### src/rtl/core/assert_macros.svh
// Assertion macros shared by the command decoder RTL.
// Every macro samples on clk_i and is disabled while rst_ni is low.
`ifndef ASSERT_MACROS_SVH
`define ASSERT_MACROS_SVH

// A property that must hold at every sampled clock edge.
`define OCD_ASSERT(label, prop, msg) \
  label: assert property (@(posedge clk_i) disable iff (!rst_ni) (prop)) else $error(msg);

// When the antecedent holds, the consequent must hold in the same cycle.
`define OCD_ASSERT_IMPL(label, ante, cons, msg) \
  label: assert property (@(posedge clk_i) disable iff (!rst_ni) (ante) |-> (cons)) \
    else $error(msg);

`endif

### src/rtl/core/ocd_pkg.sv
// Package of the OLED command decoder: opcodes, operation classes, timing slots,
// reset values and the queue entry type. No dependencies.
`timescale 1ns / 1ps

package ocd_pkg;

  localparam int unsigned COLUMNS_DFLT = 128;
  localparam int unsigned PAGES_DFLT   = 8;
  localparam int unsigned QUEUE_DEPTH  = 2;

  // Opcodes that collect argument bytes, and the no-operation opcode.
  localparam logic [7:0] OPC_ADDR_MODE   = 8'h20;
  localparam logic [7:0] OPC_COL_WINDOW  = 8'h21;
  localparam logic [7:0] OPC_PAGE_WINDOW = 8'h22;
  localparam logic [7:0] OPC_CONTRAST    = 8'h81;
  localparam logic [7:0] OPC_PUMP        = 8'h8D;
  localparam logic [7:0] OPC_MUX         = 8'hA8;
  localparam logic [7:0] OPC_OFFSET      = 8'hD3;
  localparam logic [7:0] OPC_CLOCK       = 8'hD5;
  localparam logic [7:0] OPC_PRECHARGE   = 8'hD9;
  localparam logic [7:0] OPC_COM_PINS    = 8'hDA;
  localparam logic [7:0] OPC_VCOMH       = 8'hDB;
  localparam logic [7:0] OPC_NOP         = 8'hE3;

  // Addressing modes.
  localparam logic [1:0] MODE_HORIZONTAL = 2'd0;
  localparam logic [1:0] MODE_VERTICAL   = 2'd1;
  localparam logic [1:0] MODE_PAGE       = 2'd2;
  localparam logic [1:0] MODE_RESERVED   = 2'd3;

  // Timing register slots.
  localparam int unsigned TIMING_SLOTS = 7;
  localparam logic [2:0] SLOT_MUX       = 3'd0;
  localparam logic [2:0] SLOT_OFFSET    = 3'd1;
  localparam logic [2:0] SLOT_CLOCK     = 3'd2;
  localparam logic [2:0] SLOT_PRECHARGE = 3'd3;
  localparam logic [2:0] SLOT_COM_PINS  = 3'd4;
  localparam logic [2:0] SLOT_VCOMH     = 3'd5;
  localparam logic [2:0] SLOT_PUMP      = 3'd6;

  localparam logic [7:0] TIMING_RESET [TIMING_SLOTS] =
    '{8'h3F, 8'h00, 8'h80, 8'h22, 8'h12, 8'h20, 8'h10};

  localparam logic [7:0] CONTRAST_RESET = 8'h7F;

  // Operation classes handed from the front end to the back end.
  typedef enum logic [4:0] {
    OP_NONE,
    OP_DATA,
    OP_COL_LO,
    OP_COL_HI,
    OP_START_LINE,
    OP_REMAP,
    OP_ALL_LIT,
    OP_INVERT,
    OP_DISPLAY,
    OP_PAGE_SET,
    OP_SCAN,
    OP_BAD,
    OP_ARG_MODE,
    OP_ARG_COL_FIRST,
    OP_ARG_COL_LAST,
    OP_ARG_PAGE_FIRST,
    OP_ARG_PAGE_LAST,
    OP_ARG_CONTRAST,
    OP_ARG_TIMING
  } op_e;

  typedef struct packed {
    op_e        op;
    logic [7:0] arg;
    logic [2:0] slot;
  } op_entry_t;

  // Returns {hit, slot} for opcodes that load a timing register.
  function automatic logic [3:0] timing_slot(input logic [7:0] opc);
    logic [3:0] res;
    res = '0;
    unique case (opc)
      OPC_MUX:       res = {1'b1, SLOT_MUX};
      OPC_OFFSET:    res = {1'b1, SLOT_OFFSET};
      OPC_CLOCK:     res = {1'b1, SLOT_CLOCK};
      OPC_PRECHARGE: res = {1'b1, SLOT_PRECHARGE};
      OPC_COM_PINS:  res = {1'b1, SLOT_COM_PINS};
      OPC_VCOMH:     res = {1'b1, SLOT_VCOMH};
      OPC_PUMP:      res = {1'b1, SLOT_PUMP};
      default:       res = '0;
    endcase
    return res;
  endfunction

endpackage

### src/rtl/core/ocd_cmd_if.sv
// Input channel of the OLED command decoder: one host byte per transaction.
// Stand-alone interface, no dependencies.
`timescale 1ns / 1ps

interface ocd_cmd_if;
  logic       valid;
  logic       ready;
  logic       kind;
  logic [7:0] bus_byte;

  modport source (output valid, output kind, output bus_byte, input ready);
  modport sink   (input valid, input kind, input bus_byte, output ready);
endinterface

### src/rtl/core/ocd_res_if.sv
// Result channel of the OLED command decoder: RAM write and panel settings.
// Stand-alone interface, no dependencies.
`timescale 1ns / 1ps

interface ocd_res_if;
  logic       valid;
  logic       ready;
  logic       ram_write;
  logic [2:0] ram_page;
  logic [6:0] ram_column;
  logic [7:0] ram_data;
  logic       panel_on;
  logic       invert_pixels;
  logic       all_pixels_lit;
  logic [7:0] contrast_level;
  logic [5:0] first_line;
  logic       mirror_columns;
  logic       scan_reversed;
  logic       bad_opcode;

  modport source (
    output valid, input ready,
    output ram_write, output ram_page, output ram_column, output ram_data,
    output panel_on, output invert_pixels, output all_pixels_lit,
    output contrast_level, output first_line, output mirror_columns,
    output scan_reversed, output bad_opcode
  );
  modport sink (
    input valid, output ready,
    input ram_write, input ram_page, input ram_column, input ram_data,
    input panel_on, input invert_pixels, input all_pixels_lit,
    input contrast_level, input first_line, input mirror_columns,
    input scan_reversed, input bad_opcode
  );
endinterface

### src/rtl/core/ocd_queue.sv
// Small register FIFO that decouples the decoder front end from its back end.
// Depends on ocd_pkg and assert_macros.svh.
`timescale 1ns / 1ps
`include "assert_macros.svh"

module ocd_queue #(
  parameter int unsigned DEPTH = ocd_pkg::QUEUE_DEPTH
) (
  input  logic                clk_i,
  input  logic                rst_ni,
  input  logic                push_i,
  input  ocd_pkg::op_entry_t  push_entry_i,
  output logic                full_o,
  input  logic                pop_i,
  output logic                valid_o,
  output ocd_pkg::op_entry_t  head_o
);
  import ocd_pkg::*;

  localparam int unsigned PtrW = (DEPTH > 1) ? $clog2(DEPTH) : 1;
  localparam int unsigned CntW = $clog2(DEPTH + 1);

  op_entry_t         slots_q [DEPTH];
  logic [PtrW-1:0]   wr_ptr_q, rd_ptr_q;
  logic [CntW-1:0]   count_q;
  logic              do_push, do_pop;

  assign full_o  = (count_q == CntW'(DEPTH));
  assign valid_o = (count_q != '0);
  assign head_o  = slots_q[rd_ptr_q];
  assign do_push = push_i && !full_o;
  assign do_pop  = pop_i && valid_o;

  function automatic logic [PtrW-1:0] ptr_next(input logic [PtrW-1:0] p);
    return (p == PtrW'(DEPTH - 1)) ? '0 : p + PtrW'(1);
  endfunction

  always_ff @(posedge clk_i or negedge rst_ni) begin
    if (!rst_ni) begin
      wr_ptr_q <= '0;
      rd_ptr_q <= '0;
      count_q  <= '0;
    end else begin
      if (do_push) begin
        wr_ptr_q <= ptr_next(wr_ptr_q);
      end
      if (do_pop) begin
        rd_ptr_q <= ptr_next(rd_ptr_q);
      end
      if (do_push && !do_pop) begin
        count_q <= count_q + CntW'(1);
      end else if (do_pop && !do_push) begin
        count_q <= count_q - CntW'(1);
      end
    end
  end

  always_ff @(posedge clk_i) begin
    if (do_push) begin
      slots_q[wr_ptr_q] <= push_entry_i;
    end
  end

  `OCD_ASSERT(a_count_bound, count_q <= CntW'(DEPTH), "queue count exceeds depth")
  `OCD_ASSERT_IMPL(a_no_push_full, full_o, !do_push, "push accepted while full")
  `OCD_ASSERT_IMPL(a_ptrs_meet, count_q == '0, wr_ptr_q == rd_ptr_q,
                   "empty queue with pointers apart")

endmodule

### src/rtl/core/ocd_front.sv
// Front end of the OLED command decoder: accepts host bytes, tracks pending
// argument bytes and classifies each byte into an operation. Depends on ocd_pkg and ocd_cmd_if.
`timescale 1ns / 1ps

module ocd_front (
  input  logic               clk_i,
  input  logic               rst_ni,
  ocd_cmd_if.sink            cmd_i,
  input  logic               q_full_i,
  output logic               push_o,
  output ocd_pkg::op_entry_t push_entry_o
);
  import ocd_pkg::*;

  logic [7:0] pend_q, pend_d;
  logic [1:0] args_q, args_d;
  logic [3:0] slot_hit;
  logic [3:0] pend_slot;
  logic       last_arg;
  logic [7:0] b;

  assign cmd_i.ready = !q_full_i;
  assign push_o      = cmd_i.valid && !q_full_i;
  assign b           = cmd_i.bus_byte;
  assign slot_hit    = timing_slot(b);
  assign pend_slot   = timing_slot(pend_q);
  assign last_arg    = (args_q == 2'd1);

  always_comb begin
    pend_d            = pend_q;
    args_d            = args_q;
    push_entry_o.op   = OP_NONE;
    push_entry_o.arg  = b;
    push_entry_o.slot = pend_slot[2:0];

    if (cmd_i.kind) begin
      // A data byte drops any command still waiting for arguments.
      args_d          = '0;
      push_entry_o.op = OP_DATA;
    end else if (args_q != '0) begin
      args_d = args_q - 2'd1;
      if (pend_q == OPC_ADDR_MODE) begin
        push_entry_o.op = OP_ARG_MODE;
      end else if (pend_q == OPC_COL_WINDOW) begin
        push_entry_o.op = last_arg ? OP_ARG_COL_LAST : OP_ARG_COL_FIRST;
      end else if (pend_q == OPC_PAGE_WINDOW) begin
        push_entry_o.op = last_arg ? OP_ARG_PAGE_LAST : OP_ARG_PAGE_FIRST;
      end else if (pend_q == OPC_CONTRAST) begin
        push_entry_o.op = OP_ARG_CONTRAST;
      end else if (pend_slot[3]) begin
        push_entry_o.op = OP_ARG_TIMING;
      end
    end else begin
      priority if (b <= 8'h0F) begin
        push_entry_o.op = OP_COL_LO;
      end else if (b <= 8'h1F) begin
        push_entry_o.op = OP_COL_HI;
      end else if (b == OPC_COL_WINDOW || b == OPC_PAGE_WINDOW) begin
        pend_d = b;
        args_d = 2'd2;
      end else if (b == OPC_ADDR_MODE || b == OPC_CONTRAST || slot_hit[3]) begin
        pend_d = b;
        args_d = 2'd1;
      end else if (b >= 8'h40 && b <= 8'h7F) begin
        push_entry_o.op = OP_START_LINE;
      end else if (b[7:1] == 7'h50) begin
        push_entry_o.op = OP_REMAP;
      end else if (b[7:1] == 7'h52) begin
        push_entry_o.op = OP_ALL_LIT;
      end else if (b[7:1] == 7'h53) begin
        push_entry_o.op = OP_INVERT;
      end else if (b[7:1] == 7'h57) begin
        push_entry_o.op = OP_DISPLAY;
      end else if (b[7:3] == 5'h16) begin
        push_entry_o.op = OP_PAGE_SET;
      end else if (b[7:4] == 4'hC) begin
        push_entry_o.op = OP_SCAN;
      end else if (b == OPC_NOP) begin
        push_entry_o.op = OP_NONE;
      end else begin
        push_entry_o.op = OP_BAD;
      end
    end
  end

  always_ff @(posedge clk_i or negedge rst_ni) begin
    if (!rst_ni) begin
      pend_q <= '0;
      args_q <= '0;
    end else if (push_o) begin
      pend_q <= pend_d;
      args_q <= args_d;
    end
  end

endmodule

### src/rtl/core/ocd_back.sv
// Back end of the OLED command decoder: executes classified operations on the
// address and panel state and registers one result per operation.
// Depends on ocd_pkg, ocd_res_if and assert_macros.svh.
`timescale 1ns / 1ps
`include "assert_macros.svh"

module ocd_back #(
  parameter int unsigned COLUMNS = ocd_pkg::COLUMNS_DFLT,
  parameter int unsigned PAGES   = ocd_pkg::PAGES_DFLT
) (
  input  logic               clk_i,
  input  logic               rst_ni,
  input  logic               q_valid_i,
  input  ocd_pkg::op_entry_t q_head_i,
  output logic               q_pop_o,
  ocd_res_if.source          res_o
);
  import ocd_pkg::*;

  localparam logic [6:0] ColMax  = 7'(COLUMNS - 1);
  localparam logic [2:0] PageMax = 3'(PAGES - 1);

  typedef struct packed {
    logic       ram_write;
    logic [2:0] ram_page;
    logic [6:0] ram_column;
    logic [7:0] ram_data;
    logic       bad_opcode;
  } write_res_t;

  logic [1:0] mode_q, mode_d;
  logic [6:0] col_first_q, col_first_d, col_last_q, col_last_d, col_ptr_q, col_ptr_d;
  logic [2:0] page_first_q, page_first_d, page_last_q, page_last_d, page_ptr_q, page_ptr_d;
  logic [7:0] contrast_q, contrast_d;
  logic       on_q, on_d, invert_q, invert_d, lit_q, lit_d, remap_q, remap_d;
  logic       scan_q, scan_d;
  logic [5:0] start_q, start_d;
  logic [7:0] timing_q [TIMING_SLOTS];
  logic       timing_we;

  write_res_t wres_d, wres_q;
  logic       out_valid_q;

  logic       col_end, page_end;
  logic [6:0] col_inc;
  logic [2:0] page_inc;
  logic [7:0] arg;

  function automatic logic [6:0] clamp_col(input logic [6:0] v);
    return (v > ColMax) ? ColMax : v;
  endfunction

  function automatic logic [2:0] clamp_page(input logic [2:0] v);
    return (v > PageMax) ? PageMax : v;
  endfunction

  assign q_pop_o  = q_valid_i && (!out_valid_q || res_o.ready);
  assign arg      = q_head_i.arg;
  assign col_end  = (col_ptr_q == col_last_q) || (col_ptr_q >= ColMax);
  assign page_end = (page_ptr_q == page_last_q) || (page_ptr_q >= PageMax);
  assign col_inc  = col_ptr_q + 7'd1;
  assign page_inc = page_ptr_q + 3'd1;

  always_comb begin
    mode_d       = mode_q;
    col_first_d  = col_first_q;
    col_last_d   = col_last_q;
    col_ptr_d    = col_ptr_q;
    page_first_d = page_first_q;
    page_last_d  = page_last_q;
    page_ptr_d   = page_ptr_q;
    contrast_d   = contrast_q;
    on_d         = on_q;
    invert_d     = invert_q;
    lit_d        = lit_q;
    remap_d      = remap_q;
    scan_d       = scan_q;
    start_d      = start_q;
    timing_we    = 1'b0;
    wres_d       = '0;

    unique case (q_head_i.op)
      OP_DATA: begin
        wres_d.ram_write  = 1'b1;
        wres_d.ram_page   = page_ptr_q;
        wres_d.ram_column = col_ptr_q;
        wres_d.ram_data   = arg;
        unique case (mode_q)
          MODE_HORIZONTAL: begin
            if (col_end) begin
              col_ptr_d  = col_first_q;
              page_ptr_d = page_end ? page_first_q : page_inc;
            end else begin
              col_ptr_d = col_inc;
            end
          end
          MODE_VERTICAL: begin
            if (page_end) begin
              page_ptr_d = page_first_q;
              col_ptr_d  = col_end ? col_first_q : col_inc;
            end else begin
              page_ptr_d = page_inc;
            end
          end
          default: begin
            col_ptr_d = (col_ptr_q >= ColMax) ? 7'd0 : col_inc;
          end
        endcase
      end
      OP_COL_LO:         col_ptr_d  = clamp_col({col_ptr_q[6:4], arg[3:0]});
      OP_COL_HI:         col_ptr_d  = clamp_col({arg[2:0], col_ptr_q[3:0]});
      OP_START_LINE:     start_d    = arg[5:0];
      OP_REMAP:          remap_d    = arg[0];
      OP_ALL_LIT:        lit_d      = arg[0];
      OP_INVERT:         invert_d   = arg[0];
      OP_DISPLAY:        on_d       = arg[0];
      OP_PAGE_SET:       page_ptr_d = clamp_page(arg[2:0]);
      OP_SCAN:           scan_d     = arg[3];
      OP_BAD:            wres_d.bad_opcode = 1'b1;
      OP_ARG_MODE: begin
        if (arg[1:0] != MODE_RESERVED) begin
          mode_d = arg[1:0];
        end
      end
      OP_ARG_COL_FIRST:  col_first_d = clamp_col(arg[6:0]);
      OP_ARG_COL_LAST: begin
        col_last_d = clamp_col(arg[6:0]);
        col_ptr_d  = col_first_q;
      end
      OP_ARG_PAGE_FIRST: page_first_d = clamp_page(arg[2:0]);
      OP_ARG_PAGE_LAST: begin
        page_last_d = clamp_page(arg[2:0]);
        page_ptr_d  = page_first_q;
      end
      OP_ARG_CONTRAST:   contrast_d = arg;
      OP_ARG_TIMING:     timing_we  = 1'b1;
      default:           wres_d     = '0;
    endcase
  end

  always_ff @(posedge clk_i or negedge rst_ni) begin
    if (!rst_ni) begin
      mode_q       <= MODE_PAGE;
      col_first_q  <= '0;
      col_last_q   <= ColMax;
      col_ptr_q    <= '0;
      page_first_q <= '0;
      page_last_q  <= PageMax;
      page_ptr_q   <= '0;
      contrast_q   <= CONTRAST_RESET;
      on_q         <= 1'b0;
      invert_q     <= 1'b0;
      lit_q        <= 1'b0;
      remap_q      <= 1'b0;
      scan_q       <= 1'b0;
      start_q      <= '0;
      for (int i = 0; i < TIMING_SLOTS; i++) begin
        timing_q[i] <= TIMING_RESET[i];
      end
      out_valid_q  <= 1'b0;
    end else begin
      if (q_pop_o) begin
        mode_q       <= mode_d;
        col_first_q  <= col_first_d;
        col_last_q   <= col_last_d;
        col_ptr_q    <= col_ptr_d;
        page_first_q <= page_first_d;
        page_last_q  <= page_last_d;
        page_ptr_q   <= page_ptr_d;
        contrast_q   <= contrast_d;
        on_q         <= on_d;
        invert_q     <= invert_d;
        lit_q        <= lit_d;
        remap_q      <= remap_d;
        scan_q       <= scan_d;
        start_q      <= start_d;
        if (timing_we && (q_head_i.slot < 3'(TIMING_SLOTS))) begin
          timing_q[q_head_i.slot] <= arg;
        end
        out_valid_q  <= 1'b1;
      end else if (res_o.ready) begin
        out_valid_q <= 1'b0;
      end
    end
  end

  always_ff @(posedge clk_i) begin
    if (q_pop_o) begin
      wres_q <= wres_d;
    end
  end

  // Settings fields come straight from the state registers, which are updated
  // together with the result register.
  assign res_o.valid          = out_valid_q;
  assign res_o.ram_write      = wres_q.ram_write;
  assign res_o.ram_page       = wres_q.ram_page;
  assign res_o.ram_column     = wres_q.ram_column;
  assign res_o.ram_data       = wres_q.ram_data;
  assign res_o.bad_opcode     = wres_q.bad_opcode;
  assign res_o.panel_on       = on_q;
  assign res_o.invert_pixels  = invert_q;
  assign res_o.all_pixels_lit = lit_q;
  assign res_o.contrast_level = contrast_q;
  assign res_o.first_line     = start_q;
  assign res_o.mirror_columns = remap_q;
  assign res_o.scan_reversed  = scan_q;

  `OCD_ASSERT(a_ptr_range, (col_ptr_q <= ColMax) && (page_ptr_q <= PageMax),
              "address pointer beyond the panel")
  `OCD_ASSERT(a_window_range, (col_last_q <= ColMax) && (page_last_q <= PageMax),
              "window end beyond the panel")
  `OCD_ASSERT(a_mode_legal, mode_q != MODE_RESERVED, "reserved addressing mode stored")
  `OCD_ASSERT_IMPL(a_timing_slot, q_pop_o && timing_we,
                   q_head_i.slot < 3'(TIMING_SLOTS) && timing_q[0] == timing_q[0],
                   "timing write to a slot that does not exist")

endmodule

### src/rtl/core/oled_command_decoder.sv
// OLED command decoder. Takes one host byte per transaction on cmd_i, marked as
// a command (kind 0) or display data (kind 1), and returns exactly one result
// transaction on res_o per byte, in order. A data byte yields a RAM write at the
// current page and column and then advances the pointer in the selected
// addressing mode; command bytes update the stored settings, with argument
// bytes gathered for the commands that take them. The decoder sustains one
// transaction per clock while res_o is ready: the front end classifies a byte
// in the cycle it is accepted, a two-entry queue holds it, and the back end
// executes it and registers the result, so a byte passes the queue register
// and then the output register before its result shows on res_o.
// Back-pressure on res_o fills the queue before cmd_i.ready drops.
// Depends on ocd_pkg, ocd_cmd_if, ocd_res_if, ocd_queue, ocd_front and ocd_back.
`timescale 1ns / 1ps

module oled_command_decoder #(
  parameter int unsigned COLUMNS = ocd_pkg::COLUMNS_DFLT,
  parameter int unsigned PAGES   = ocd_pkg::PAGES_DFLT
) (
  input  logic      clk_i,
  input  logic      rst_ni,
  ocd_cmd_if.sink   cmd_i,
  ocd_res_if.source res_o
);
  import ocd_pkg::*;

  // Classified operations travel from the front end to the back end here.
  op_entry_t push_entry, head_entry;
  logic      push, q_full, q_valid, q_pop;

  // The front end owns the argument tracking, since it depends only on the
  // byte sequence and not on the executed state.
  ocd_front u_front (
    .clk_i        (clk_i),
    .rst_ni       (rst_ni),
    .cmd_i        (cmd_i),
    .q_full_i     (q_full),
    .push_o       (push),
    .push_entry_o (push_entry)
  );

  ocd_queue #(
    .DEPTH (QUEUE_DEPTH)
  ) u_queue (
    .clk_i        (clk_i),
    .rst_ni       (rst_ni),
    .push_i       (push),
    .push_entry_i (push_entry),
    .full_o       (q_full),
    .pop_i        (q_pop),
    .valid_o      (q_valid),
    .head_o       (head_entry)
  );

  // The back end holds the pointers, windows and panel settings and the
  // output register.
  ocd_back #(
    .COLUMNS (COLUMNS),
    .PAGES   (PAGES)
  ) u_back (
    .clk_i     (clk_i),
    .rst_ni    (rst_ni),
    .q_valid_i (q_valid),
    .q_head_i  (head_entry),
    .q_pop_o   (q_pop),
    .res_o     (res_o)
  );

endmodule

### src/flat_wrapper.sv
// flat-port wrapper written by rule: the top's interface ports become plain ports
module oled_command_decoder_flat import ocd_pkg::*;
#(
  parameter int unsigned COLUMNS = ocd_pkg::COLUMNS_DFLT,
  parameter int unsigned PAGES   = ocd_pkg::PAGES_DFLT
)
  (clk_i, rst_ni, cmd_i_valid, cmd_i_kind, cmd_i_bus_byte, cmd_i_ready, res_o_valid, res_o_ready, res_o_ram_write, res_o_ram_page, res_o_ram_column, res_o_ram_data, res_o_panel_on, res_o_invert_pixels, res_o_all_pixels_lit, res_o_contrast_level, res_o_first_line, res_o_mirror_columns, res_o_scan_reversed, res_o_bad_opcode);
  ocd_cmd_if cmd_i_i ();
  ocd_res_if res_o_i ();
  input  logic clk_i;
  input  logic rst_ni;
  input wire logic [$bits(cmd_i_i.valid)-1:0] cmd_i_valid;
  input wire logic [$bits(cmd_i_i.kind)-1:0] cmd_i_kind;
  input wire logic [$bits(cmd_i_i.bus_byte)-1:0] cmd_i_bus_byte;
  output wire logic [$bits(cmd_i_i.ready)-1:0] cmd_i_ready;
  output wire logic [$bits(res_o_i.valid)-1:0] res_o_valid;
  input wire logic [$bits(res_o_i.ready)-1:0] res_o_ready;
  output wire logic [$bits(res_o_i.ram_write)-1:0] res_o_ram_write;
  output wire logic [$bits(res_o_i.ram_page)-1:0] res_o_ram_page;
  output wire logic [$bits(res_o_i.ram_column)-1:0] res_o_ram_column;
  output wire logic [$bits(res_o_i.ram_data)-1:0] res_o_ram_data;
  output wire logic [$bits(res_o_i.panel_on)-1:0] res_o_panel_on;
  output wire logic [$bits(res_o_i.invert_pixels)-1:0] res_o_invert_pixels;
  output wire logic [$bits(res_o_i.all_pixels_lit)-1:0] res_o_all_pixels_lit;
  output wire logic [$bits(res_o_i.contrast_level)-1:0] res_o_contrast_level;
  output wire logic [$bits(res_o_i.first_line)-1:0] res_o_first_line;
  output wire logic [$bits(res_o_i.mirror_columns)-1:0] res_o_mirror_columns;
  output wire logic [$bits(res_o_i.scan_reversed)-1:0] res_o_scan_reversed;
  output wire logic [$bits(res_o_i.bad_opcode)-1:0] res_o_bad_opcode;
  assign cmd_i_i.valid = cmd_i_valid;
  assign cmd_i_i.kind = cmd_i_kind;
  assign cmd_i_i.bus_byte = cmd_i_bus_byte;
  assign cmd_i_ready = cmd_i_i.ready;
  assign res_o_valid = res_o_i.valid;
  assign res_o_i.ready = res_o_ready;
  assign res_o_ram_write = res_o_i.ram_write;
  assign res_o_ram_page = res_o_i.ram_page;
  assign res_o_ram_column = res_o_i.ram_column;
  assign res_o_ram_data = res_o_i.ram_data;
  assign res_o_panel_on = res_o_i.panel_on;
  assign res_o_invert_pixels = res_o_i.invert_pixels;
  assign res_o_all_pixels_lit = res_o_i.all_pixels_lit;
  assign res_o_contrast_level = res_o_i.contrast_level;
  assign res_o_first_line = res_o_i.first_line;
  assign res_o_mirror_columns = res_o_i.mirror_columns;
  assign res_o_scan_reversed = res_o_i.scan_reversed;
  assign res_o_bad_opcode = res_o_i.bad_opcode;
  oled_command_decoder #(.COLUMNS(COLUMNS), .PAGES(PAGES)) u_core (.clk_i(clk_i), .rst_ni(rst_ni), .cmd_i(cmd_i_i), .res_o(res_o_i));
endmodule
### config.mk
export PLATFORM = sky130hd
export DESIGN_NAME = oled_command_decoder_flat
export DESIGN_NICKNAME = d
export VERILOG_FILES = /design/src/rtl/core/ocd_pkg.sv /design/src/rtl/core/ocd_cmd_if.sv /design/src/rtl/core/ocd_res_if.sv /design/src/rtl/core/ocd_queue.sv /design/src/rtl/core/ocd_front.sv /design/src/rtl/core/ocd_back.sv /design/src/rtl/core/oled_command_decoder.sv /design/src/flat_wrapper.sv
export VERILOG_INCLUDE_DIRS = /design/src /design/src/rtl/core
export SDC_FILE = /design/constraint.sdc
export NUM_CORES = 1
export LEC_CHECK = 0
export BUFFER_PORTS_ARGS = -buffer_cell sky130_fd_sc_hd__buf_2
export CORE_MARGIN = 1.5
export CORE_UTILIZATION = 25
export DETAILED_ROUTE_END_ITERATION = 8
export GPL_ROUTABILITY_DRIVEN = 0
export PLACE_DENSITY_LB_ADDON = 0.05
export SYNTH_ARGS = -nofsm -noshare
export SYNTH_HDL_FRONTEND = slang
export SYNTH_SLANG_ARGS = --single-unit
export TNS_END_PERCENT = 50
### constraint.sdc
create_clock -name clk_i -period 2.82 [get_ports clk_i]
set_clock_uncertainty 0.15 [all_clocks]
set_input_delay 0.141 -clock clk_i [delete_from_list [all_inputs] [get_ports clk_i]]
set_output_delay 0.141 -clock clk_i [all_outputs]
set_load 0.05 [all_outputs]
* Yosys cells after proc, flatten, opt, wreduce, memory -nomap -nowiden *
Memory sizes are Yosys's and may differ from the RTL's.
Index checks and enable logic that the tools add are counted.

cells by class
  bitwise logic cells = 4
  muxes and demuxes = 54
  order comparisons = 10
  eq/ne operators = 59
  div/mod/pow operators = 0
  shift operators = 0
  multiply operators = 0
  reductions and logical operators = 43
  add/sub/neg operators = 7

operators with widths
  cell                                                                                 count
  8-bit equality test, second input constant                                           17
  4-bit case mux with 7 select lines                                                   2
  8-bit by 6-bit equality test with 1-bit output, second input constant                6
  4-bit 2-to-1 mux                                                                     12
  7-bit 2-to-1 mux                                                                     6
  5-bit by 4-bit equality test with 1-bit output, second input constant                8
  5-bit 2-to-1 mux                                                                     8
  7-bit equality test, second input constant                                           4
  7-bit case mux with 4 select lines                                                   1
  2-bit AND reduction                                                                  11
  7-bit > comparator, second input constant                                            3
  5-bit by 3-bit equality test with 1-bit output, second input constant                4
  19-bit 2-to-1 mux                                                                    1
  2-bit 2-to-1 mux                                                                     9
  8-bit 2-to-1 mux                                                                     2
  4-bit AND reduction                                                                  4
  5-bit equality test, second input constant                                           3
  7-bit case mux with 2 select lines                                                   1
  3-bit inequality test, second input constant                                         4
  5-bit by 2-bit equality test with 1-bit output, second input constant                2
  2-bit nonzero test                                                                   5
  3-bit 2-to-1 mux                                                                     3
  3-bit case mux with 3 select lines                                                   1
  8-bit by 7-bit greater-or-equal comparator with 1-bit output, second input constant  1
  30 further kinds                                                                     59

word-level totals
  output and inout bits = 41
  memory bits (read-only) = 0
  bits in latches = 0
  memories = 1
  bits in writable memories = 32
  register bits = 86
  logic and storage cells = 204

memory list
  memory                  words  bits a word  rd ports  clocked after Yosys merged registers in  wr ports  RTL line         text
  u_core.u_queue.slots_q  2      16           1         0                                        1         ocd_queue.sv:23  op_entry_t slots_q [DEPTH];

* Logic depth before layout (Yosys ltp) *
Gate-level depths: netlist of run 1.

  depth in word-level cells = 15
  gate-level depth with buffers = 9
  depth with buffers taken out = 7

* Modules after synthesis *
A second synthesis of run 1 with hierarchy kept.

unflattened totals
  cells, all modules = 522
  area total of the unflattened synthesis = 6339.8 sq um

modules (own cells, without submodules)
  module     area an instance (sq um)  instances  sequential area each (sq um)  cells each
  ocd_back   3681.0                    1          1924.3                        303
  ocd_queue  1406.3                    1          1061.0                        69
  ocd_front  1252.5                    1          250.2                         150

* Least setup slack after synthesis of run 1 *
OpenSTA, ideal clock, no wires.

  path kind = reg2reg
  from = reg u_core.u_back.out_valid_q, in the netlist u_core.u_back.res_o.valid
  to = reg u_core.u_back.start_q[2], in the netlist u_core.u_back.res_o.first_line[2]
  setup time = 0.078 ns
  path slack = 0.345 ns
  arrival time = 2.248 ns
  period minus slack after synthesis = 2.475 ns
  buffers on the path = 1
  data required time = 2.592 ns
  stages on the path, launching flop included = 9
  cells stage by stage = dfrtp_1 nand2b_1 o21ai_2 inv_1 o211ai_1 nor2_1 clkbuf_1 nor2_1 a21oi_1

on the way
  word-level cells in the longest chain between the ends = 4

RTL lines
  item                           RTL line                    text
  start, declared                ocd_back.sv:42              logic out_valid_q;
  start signal, assigned         ocd_back.sv:160             out_valid_q <= 1'b0;
  start signal, assigned         ocd_back.sv:180             out_valid_q <= 1'b1;
  start signal, assigned         ocd_back.sv:182             out_valid_q <= 1'b0;
  1-bit logical NOT              ocd_back.sv:57              assign q_pop_o = q_valid_i && (!out_valid_q || res_o.ready);
  1-bit logical OR               ocd_back.sv:57
  1-bit logical AND              ocd_back.sv:57
  net u_core.q_pop               oled_command_decoder.sv:28  logic push, q_full, q_valid, q_pop;
  2-bit AND reduction (no line)  n/a
  end signal, assigned           ocd_back.sv:176             start_q <= start_d;
  end, declared                  ocd_back.sv:37              logic [5:0] start_q, start_d;

The timed path passes the listed nets, and every way through them passes these cells.
A chain may end at the register's enable or synchronous reset.

* Final worst setup path of run 1 *
  from = reg u_core.u_queue.rd_ptr_q
  to = reg u_core.u_back.col_ptr_q[2]

on the way
  word-level cells in the longest chain between the ends = 4
  elaborated cells on any way between the ends = 13
  those cells by class = 2 x order compare; 6 x eq/ne; 2 x mux; 2 x reduce/logical; 1 x memory

RTL lines
  item                                                                       RTL line         text
  start, declared                                                            ocd_queue.sv:24  logic [PtrW-1:0] wr_ptr_q, rd_ptr_q;
  start signal, assigned                                                     ocd_queue.sv:48  rd_ptr_q <= ptr_next(rd_ptr_q);
  memory read 2 x 16 bit (*)                                                 n/a
  7-bit > comparator (tied with other cells)                                 ocd_back.sv:50   return (v > ColMax) ? ColMax : v;
  7-bit 2-to-1 mux (tied with other cells)                                   ocd_back.sv:50
  7-bit case mux with 4 select lines or 4-bit AND reduction (tied branches)  n/a
  end signal, assigned                                                       ocd_back.sv:166  col_ptr_q <= col_ptr_d;
  end, declared                                                              ocd_back.sv:32   logic [6:0] col_first_q, col_first_d, col_last_q, col_last_d, col_ptr_q, col_ptr_d;

Mark *: on every way between the ends. The rest lies on a longest branch, timed or not. The select of a mux whose other input is x is not followed.

==> run summary, run 1 <==
Status: complete, no violations
TritonCTS clock tree: yes
Fin cells: 893
Synth area leader: edfxtp_1
CP max stage delay: 0.50 ns
Peak fanout along the critical path: 22
Register-to-register setup slack: 0.32 ns
Core Area: 22600 um^2
Slowest cell on the critical path: dfrtp_1
Most common cell in the netlist: nor2_1
Syn_area_per_cell: 10.8 um^2
FF-to-FF End: u_core.u_back.col_ptr_q[2]
Hold Path Depth: 1
Busiest layer in global routing: met2
Post-synth EDFFs: 46
M3 GR Usage: 0.0171
Cell Area, Placed: 6430 um^2
DRC violations left: 0
PwrDens: 1130 nW/um^2
Footprint of the multi-input gates: 2510 um^2
Worst-Margin Slew: 0.756 ns
Register area share after synthesis: 0.531
Cts repair resizes: 0
Clock tree buffer depth: 2
Synth Register Bits: 112
Synth top area share: 0.240
Switching Share: 0.446
GR Util All Layers: 0.139
Ranking of synthesized cells by area: edfxtp_1 24%, dfrtp_1 21%, dfstp_2 8.2%, nor2_1 4.3%, a21oi_1 4.2%
Cell variety after synth: 75
Min-delay src: cmd_i_bus_byte[6]
Cell count after placement: 866
Wire per inst: 17.8 um
Critical Path RT: 2.98 ns
Num Clock Sinks: 112
Synthesis Warnings: 0
# fillers: 2335
Met1 GRT Util: 0.184
Fin area: 6880 um^2
Slew HR: 0.482
Clock share of power: 0.182
CTS buffer count: 9
Synth-to-Final Area Change: 19.6%
Die Width: 155 um
Initial antenna violation count: 0
Post-Synthesis Cells: 530
Final HPWL DP: 11800 um
Final min period: 2.50 ns
Sequential Area: 3060 um^2
Critical path, cell by cell: buf_4, a21o_2, buf_4, a2bb2oi_1, buf_4, a221oi_1, a31oi_1, mux2_4
R2R cell count: 8
Vias: 4338
Cell-internal power: 4.29 mW
RSZ-0062 raised after global routing: false
Worst-path clk slew: 0.08 ns
Post-layout util: 0.305
Clock Latency Late Sink: 0.36 ns
Final Hold Viols: 0
Fin Setup TNS: 0 ns
Post-DRT Antenna Nets: 0
Fmax: 400 MHz
IO Count: 54
CP dominant cell by count: buf_4
First-pass GRT wire length: 25500 um
Vias in the first global route: 4406
Largest net degree at the start of global routing: 38
1st-iter DRT viols: 257
Final Setup Violations: 0
Fraction of registers with async set/reset: 0.589
Fin crit share: 0.887
Reg power frac: 0.376
Synth Net Count: 547
WHS Endpoint: u_core.u_queue.slots_q[0][9]
# rows: 55
Synth cell count leaders: 66 x nor2_1, 48 x a21oi_1, 48 x dfrtp_1
Final nets: 620
Worst Path Arrival: 2.66 ns
Diode count: 0
Kind of start point of the critical path: flip-flop
Predominant post-synthesis flop cell: dfrtp_1
Vias per cell: 4.86
CTS hold repair buffers: 11
CTS H-Tree Depth: 3
Crit Path Category: flip-flop to flip-flop
P_leak: 2.79 nW
Met2 Usage GRT: 0.233
Die ar.: 23900 um^2
Share of cells above drive strength 1: 0.243
Die H: 155 um
Peak VDD IR: 406 uV
Maximum Capacitance Violations: 0
Slew Viols, Final: 0
Setup crit end kind: flip-flop
Start of the worst register-to-register path: u_core.u_queue.rd_ptr_q
Comb pwr share: 0.441
WL final: 15900 um
Psw: 3.46 mW
Min-delay worst type: primary input to flip-flop
Root Buffer: clkbuf_16
Drt first pass iters: 5
Synth Cell Area: 5750 um^2
I/O Buffers: 53
GRT overflow: 0
Setup bufs post-CTS: 0
Starting Density: 0.255
[through the flow]
step,setup slack (ns),hold slack (ns),total power [mW]
after floorplan,0.345,-0.305,5.35
after global placement,0.366,0.107,6.37
after detailed placement,0.342,0.118,6.39
after CTS,0.326,0.0183,7.86
after global routing,0.170,0.0306,8.25
final,0.319,0.0289,7.74
[power by group through the flow]
stage / clock, mW / sequential [mW] / combinational (mW)
floorplan: 0 / 3.62 / 1.73
global route: 1.54 / 3.01 / 3.70
global placement: 0 / 2.95 / 3.41
finish: 1.41 / 2.91 / 3.42
CTS: 1.47 / 2.92 / 3.46
detailed placement: 0 / 2.95 / 3.44
[sequential cells by signal, indices dropped and copies added, names as in the netlist, 2 cells and up]
signal,count
u_core.u_back.col_ptr_q,7
u_core.u_queue.count_q,2
u_core.u_front.pend_q,8
u_core.u_back.page_ptr_q,3
u_core.u_back.res_o.ram_data,8
u_core.u_back.res_o.contrast_level,8
u_core.u_front.args_q,2
u_core.u_back.mode_q,2
u_core.u_back.col_first_q,7
u_core.u_back.page_first_q,3
u_core.u_queue.slots_q,26
u_core.u_back.res_o.first_line,6
u_core.u_back.res_o.ram_page,3
u_core.u_back.res_o.ram_column,7
u_core.u_back.page_last_q,3
u_core.u_back.col_last_q,7
[area by class of cell]
type,count,share of cell area
clock inverter,5,0.00928
tap,285,0.0519
sequential,112,0.444
inverter,13,0.00710
multi-input combinational,379,0.365
timing repair buffer,88,0.0826
clock buffer,11,0.0400
[worst max path at each step]
stage                              startpoint                                 to  slack, ns
detailed placement    u_core.u_queue.rd_ptr_q         u_core.u_back.col_ptr_q[2]       0.34
global placement      u_core.u_queue.rd_ptr_q         u_core.u_back.col_ptr_q[2]       0.37
CTS                   u_core.u_queue.rd_ptr_q         u_core.u_back.col_ptr_q[2]       0.33
floorplan           u_core.u_back.res_o.valid  u_core.u_back.res_o.first_line[2]       0.34
global route          u_core.u_queue.rd_ptr_q         u_core.u_back.col_ptr_q[2]       0.17
finish                u_core.u_queue.rd_ptr_q         u_core.u_back.col_ptr_q[2]       0.32
[layout by cell type, fill, tap and decap left out, types with 4 or more instances in the layout]
master / instances
o22ai_1: 4
and2_1: 4
nor3b_1: 6
nand3b_1: 7
xor2_1: 9
nand2b_1: 9
o21ai_0: 21
nor3_1: 11
or3_1: 7
a221oi_1: 8
mux2_2: 11
and3_1: 11
ha_1: 4
inv_1: 12
dlygate4sd3_1: 11
nand3_1: 9
edfxtp_1: 46
o21bai_1: 4
nand4_1: 5
nor2b_1: 4
xnor2_1: 8
dfrtp_1: 48
nand2_1: 29
nor4_1: 4
a31oi_1: 10
mux2i_1: 12
dfstp_2: 18
buf_4: 23
a21oi_1: 48
nor2_1: 66
clkbuf_16: 11
buf_2: 53
[cell families after synthesis]
logic type,after synthesis,synth area share
muxes,27,0.0522
DFF,112,0.531
adders and majority gates,5,0.0104
and+or+nand+nor,193,0.185
xor gates and xnor gates,17,0.0259
buffers and inverters,39,0.0324
AOI/OAI and AO/OA,137,0.163
[worst max-delay path, delay by kind of cell (launching register included)]
family	cells	cell delay, ns
AO/OA/AOI/OAI	4	0.87
buffers and inverters	3	0.76
flip-flops	1	0.50
multiplexers	1	0.17
[per-layer routing]
metal	wire length, um	vias up
met5	0	-
met4	243	0
met3	449	15
met2	7640	100
met1	7560	2107
li1	-	2116
(Power assumes the default switching activity.)
==> inputs of run 2 (changes only) <==
--- a/config.mk
+++ b/config.mk
@@ -6,10 +6,10 @@
 export SDC_FILE = /design/constraint.sdc
 export NUM_CORES = 1
 export LEC_CHECK = 0
-export BUFFER_PORTS_ARGS = -buffer_cell sky130_fd_sc_hd__buf_2
 export CORE_MARGIN = 1.5
 export CORE_UTILIZATION = 25
 export DETAILED_ROUTE_END_ITERATION = 8
+export DONT_BUFFER_PORTS = 1
 export GPL_ROUTABILITY_DRIVEN = 0
 export PLACE_DENSITY_LB_ADDON = 0.05
 export SYNTH_ARGS = -nofsm -noshare
==> run summary, run 2 (synthesis results as in run 1) <==
Wire per inst: 19.4 um
Initial antenna violation count: 0
Post-DRT Antenna Nets: 0
Commonest non-fill, non-tap cell in the layout: nor2_1
Diode count: 0
Critical Path RT: 2.91 ns
Dpl ws: 0.457 ns
Fin cells: 842
Fin Setup TNS: 0 ns
Status: complete, no violations
FF-to-FF End: u_core.u_back.col_ptr_q[2]
Largest Register: u_core.u_queue.slots_q
# rows: 55
Synth-to-Final Area Change: 15.1%
Slew HR: 0.506
Clock tree buffer depth: 2
Final Hold Viols: 0
Fin crit share: 0.833
Slew Viols, Final: 0
CTS buffer count: 9
Starting Density: 0.255
1st-iter DRT viols: 135
Vias per cell: 4.98
Start of the worst register-to-register path: u_core.u_back.page_last_q[1]
Worst Path Arrival: 2.44 ns
WL final: 16300 um
End of the critical path: u_core.u_back.col_ptr_q[2]
Max reg flops: 26
PwrDens: 1140 nW/um^2
DRC violations left: 0
Fmax: 425 MHz
Die H: 155 um
Final min period: 2.35 ns
Share of cells above drive strength 1: 0.172
Final nets: 569
Clock Latency Late Sink: 0.37 ns
Core Area: 22600 um^2
Root Buffer: clkbuf_16
P_leak: 2.57 nW
Final Setup Violations: 0
Final worst setup slack: 0.470 ns
Worst-Margin Slew: 0.720 ns
Peak VDD IR: 492 uV
IO Count: 54
Hold Slack: 0.0332 ns
Setup crit end kind: flip-flop
Cts repair resizes: 0
Register-to-register setup slack: 0.47 ns
First-pass GRT wire length: 25900 um
TritonCTS clock tree: yes
Worst-path clk slew: 0.08 ns
Drt first pass iters: 4
Peak fanout along the critical path: 5
Vias in the first global route: 4298
CTS H-Tree Depth: 3
Final HPWL DP: 11600 um
GRT overflow: 0
RSZ-0062 raised after global routing: false
CP startpoint: u_core.u_back.page_last_q[1]
Die ar.: 23900 um^2
Setup bufs post-CTS: 0
I/O Buffers: 0
Largest net degree at the start of global routing: 67
GR Util All Layers: 0.143
Most frequent cells in the layout: 66 x nor2_1, 48 x a21oi_1, 48 x dfrtp_1
R2R cell count: 6
Vias: 4190
Maximum Capacitance Violations: 0
Crit Path Category: flip-flop to flip-flop
Kind of start point of the critical path: flip-flop
Die Width: 155 um
Min-delay worst type: primary input to flip-flop
Num Clock Sinks: 112
Cell count after placement: 813
## run 2: final cells by class
| class | instances | area [um^2] |
|---|---|---|
| fillers | 2374 | 16000 |
| flip-flops and latches | 112 | 3060 |
| multi-input cells | 379 | 2510 |
| well taps | 285 | 357 |
| repair buffers | 37 | 340 |
| clock buffers | 9 | 225 |
| clock inverters | 7 | 86.3 |
| inverters | 13 | 48.8 |
## run 2: where the power goes
group          switching (mW)  internal [mW]
combinational            1.40          0.989
sequential               1.35           2.44
clock                   0.688          0.645
## run 2: timing repair
| item | in CTS | in global routing |
|---|---|---|
| hold endpoints to repair | 104 | 0 |
| hold buffers | 13 | 0 |
| endpoints found under the setup margin | 0 | 0 |
## run 2: layer usage
metal,share of wire,up-vias,wire [um],GRT usage
met5,0,-,0,0
met1,0.47,2094,7640,0.185
met3,0.029,16,476,0.0303
met4,0.017,0,278,0.0417
li1,-,2014,-,-
met2,0.49,66,7930,0.241
## run 2: worst min-delay path by stage
stage / start / endpoint / cells past startpoint
after floorplan: rst_ni / u_core.u_back.col_first_q[0] / 0
after CTS: cmd_i_bus_byte[0] / u_core.u_front.args_q[0] / 4
after global routing: cmd_i_kind / u_core.u_front.args_q[0] / 3
final: cmd_i_bus_byte[0] / u_core.u_front.args_q[0] / 4
after detailed placement: rst_ni / u_core.u_front.pend_q[6] / 0
after global placement: rst_ni / u_core.u_front.pend_q[4] / 0
## run 2: worst max-delay path, stage by stage, from the launching register on
cell,delay (ns)
dfstp_2,0.56
and3b_1,0.18
o211a_1,0.23
nor4_4,0.34
a31oi_2,0.21
o21a_4,0.27
mux2_4,0.30
## run 2: metrics by stage
step,power [mW],util,area (um^2)
after floorplan,5.35,-,5750
after global placement,6.20,0.273,6160
after detailed placement,6.22,0.273,6160
after CTS,7.65,0.293,6620
after global routing,8.02,0.293,6620
final,7.52,0.293,6620
==> inputs of run 3 (changes only) <==
==> constraint.sdc (replaced) <==
create_clock -name clk_i -period 2 [get_ports clk_i]
set_clock_uncertainty 0.15 [all_clocks]
set_input_delay 0.1 -clock clk_i [delete_from_list [all_inputs] [get_ports clk_i]]
set_output_delay 0.1 -clock clk_i [all_outputs]
set_load 0.05 [all_outputs]
==> run summary, run 3 (synthesis results as in run 1) <==
Peak VDD IR: 595 uV
Final HPWL DP: 12600 um
Start of the worst register-to-register path: u_core.u_back.page_last_q[1]
Die ar.: 23900 um^2
Clock Latency Late Sink: 0.36 ns
Clock tree buffer depth: 2
Slew HR: 0.509
Post-layout util: 0.344
Starting Density: 0.255
Post-DRT Antenna Nets: 0
RSZ-0062 raised after global routing: true
CTS H-Tree Depth: 3
Kind of start point of the critical path: flip-flop
FF-to-FF End: u_core.u_back.page_ptr_q[1]
Die H: 155 um
Max reg flops: 26
CP startpoint: u_core.u_back.page_last_q[1]
Peak fanout along the critical path: 3
Pwr Total: 11.9 mW
Synth-to-Final Area Change: 35.1%
Core Area: 22600 um^2
WL final: 17500 um
Dpl ws: -0.300 ns
Final Setup Violations: 15
Slew Viols, Final: 0
Die Width: 155 um
Maximum Capacitance Violations: 0
Fmax: 438 MHz
R2R cell count: 6
Hold Slack: 0.0446 ns
I/O Buffers: 0
Worst-Margin Slew: 0.718 ns
Drt first pass iters: 4
TritonCTS clock tree: yes
Final min period: 2.28 ns
PwrDens: 1540 nW/um^2
Root Buffer: clkbuf_16
Vias in the first global route: 4682
First-pass GRT wire length: 27300 um
P_leak: 3.12 nW
Fin area: 7770 um^2
Largest net degree at the start of global routing: 67
Vias: 4472
Final Hold Viols: 0
Crit Path Category: flip-flop to flip-flop
Wire per inst: 18.8 um
Status: finished with violations
DR top layer: met4
Commonest non-fill, non-tap cell in the layout: buf_4
Num Clock Sinks: 112
Final nets: 658
End of the critical path: u_core.u_back.page_ptr_q[1]
CTS buffer count: 9
# rows: 55
DRC violations left: 0
Critical Path RT: 2.09 ns
Met3 routed WL: 390 um
Setup crit end kind: flip-flop
Final worst setup slack: -0.283 ns
Worst-path clk slew: 0.08 ns
Footprint of the multi-input gates: 2920 um^2
Failing checks: negative setup slack
Min-delay worst type: primary input to flip-flop
GRT overflow: 0
Diode count: 0
# fillers: 2257
Initial antenna violation count: 0
Sequential Area: 3060 um^2
Fin crit share: 1.14
WL met1: 8000 um
Largest Register: u_core.u_queue.slots_q
Register-to-register setup slack: -0.28 ns
WL met2: 8810 um
Share of cells above drive strength 1: 0.390
GR Util All Layers: 0.150
Vias per cell: 4.80
Cell Area, Placed: 6870 um^2
IO Count: 54
Worst Path Arrival: 2.37 ns
1st-iter DRT viols: 216
Most frequent cells in the layout: 99 x buf_4, 52 x nor2_1, 46 x dfrtp_1, 46 x edfxtp_1, 36 x a21oi_1
run 3: cell count changes in the layout (fill, tap and decap cells not counted), moves of 7 or more:
cell	before	now
mux2_4	3	13
a21oi_1	48	36
buf_4	23	99
a21oi_2	2	13
mux2_2	11	2
nor2_1	66	52
nor2_4	0	7
nor2_2	0	7
buf_6	0	10
run 3: layout make-up:
| type | instances | share of cell area |
|---|---|---|
| Inverter | 13 | 0.00676 |
| Timing Repair Buffer | 126 | 0.138 |
| Tap cell | 285 | 0.0459 |
| Clock inverter | 7 | 0.0105 |
| Sequential cell | 112 | 0.394 |
| Multi-Input combinational cell | 379 | 0.376 |
| Clock buffer | 9 | 0.0290 |
run 3: through the flow:
| stage | instances | setup TNS (ns) |
|---|---|---|
| global placement | 891 | -2.83 |
| CTS | 924 | -2.29 |
| global route | 931 | -4.63 |
| detailed placement | 891 | -3.62 |
| floorplan | 530 | -2.41 |
| finish | 931 | -2.27 |
run 3: worst min path at each step:
stage | end | startpoint | slack, ns | depth (start not counted)
6_report | u_core.u_front.args_q[0] | cmd_i_bus_byte[1] | 0.04 | 4
5_1_grt | u_core.u_queue.slots_q[0][11] | cmd_i_bus_byte[7] | 0.05 | 3
4_1_cts | u_core.u_queue.slots_q[0][11] | cmd_i_bus_byte[7] | 0.03 | 3
3_5_place_dp | u_core.u_front.pend_q[6] | rst_ni | -0.34 | 0
3_3_place_gp | u_core.u_front.pend_q[6] | rst_ni | -0.34 | 0
2_1_floorplan | u_core.u_back.col_first_q[0] | rst_ni | -0.35 | 0
run 3: worst max-delay path: stages, from the launching register on:
cell     delay [ns]
dfstp_2        0.54
and3b_1        0.17
o211a_1        0.24
nor4_4         0.33
o21ai_2        0.13
a221o_1        0.35
mux2_4         0.25
run 3: repair_timing:
| item | CTS | global route |
|---|---|---|
| endpoints found under the setup margin | 42 | 62 |
| hold endpoints to repair | 104 | 0 |
| pin swaps | 15 | 13 |
| resized for setup | 39 | 53 |
| hold buffers | 13 | 0 |
| buffers inserted | 3 | 8 |
| gates cloned | 1 | 1 |
run 3: power by group:
part	switching, mW	leakage, nW	total, mW	internal [mW]
clock network	0.974	0.150	1.88	0.901
registers	1.82	1.24	5.26	3.44
logic	2.48	1.72	4.81	2.33
total	5.27	3.12	11.9	6.67
run 3: layer usage:
| metal | vias to the layer above | track usage |
|---|---|---|
| met3 | 16 | 0.0224 |
| met1 | 2195 | 0.189 |
| li1 | 2199 | - |
| met4 | 0 | 0.0440 |
| met5 | - | 0 |
| met2 | 62 | 0.264 |
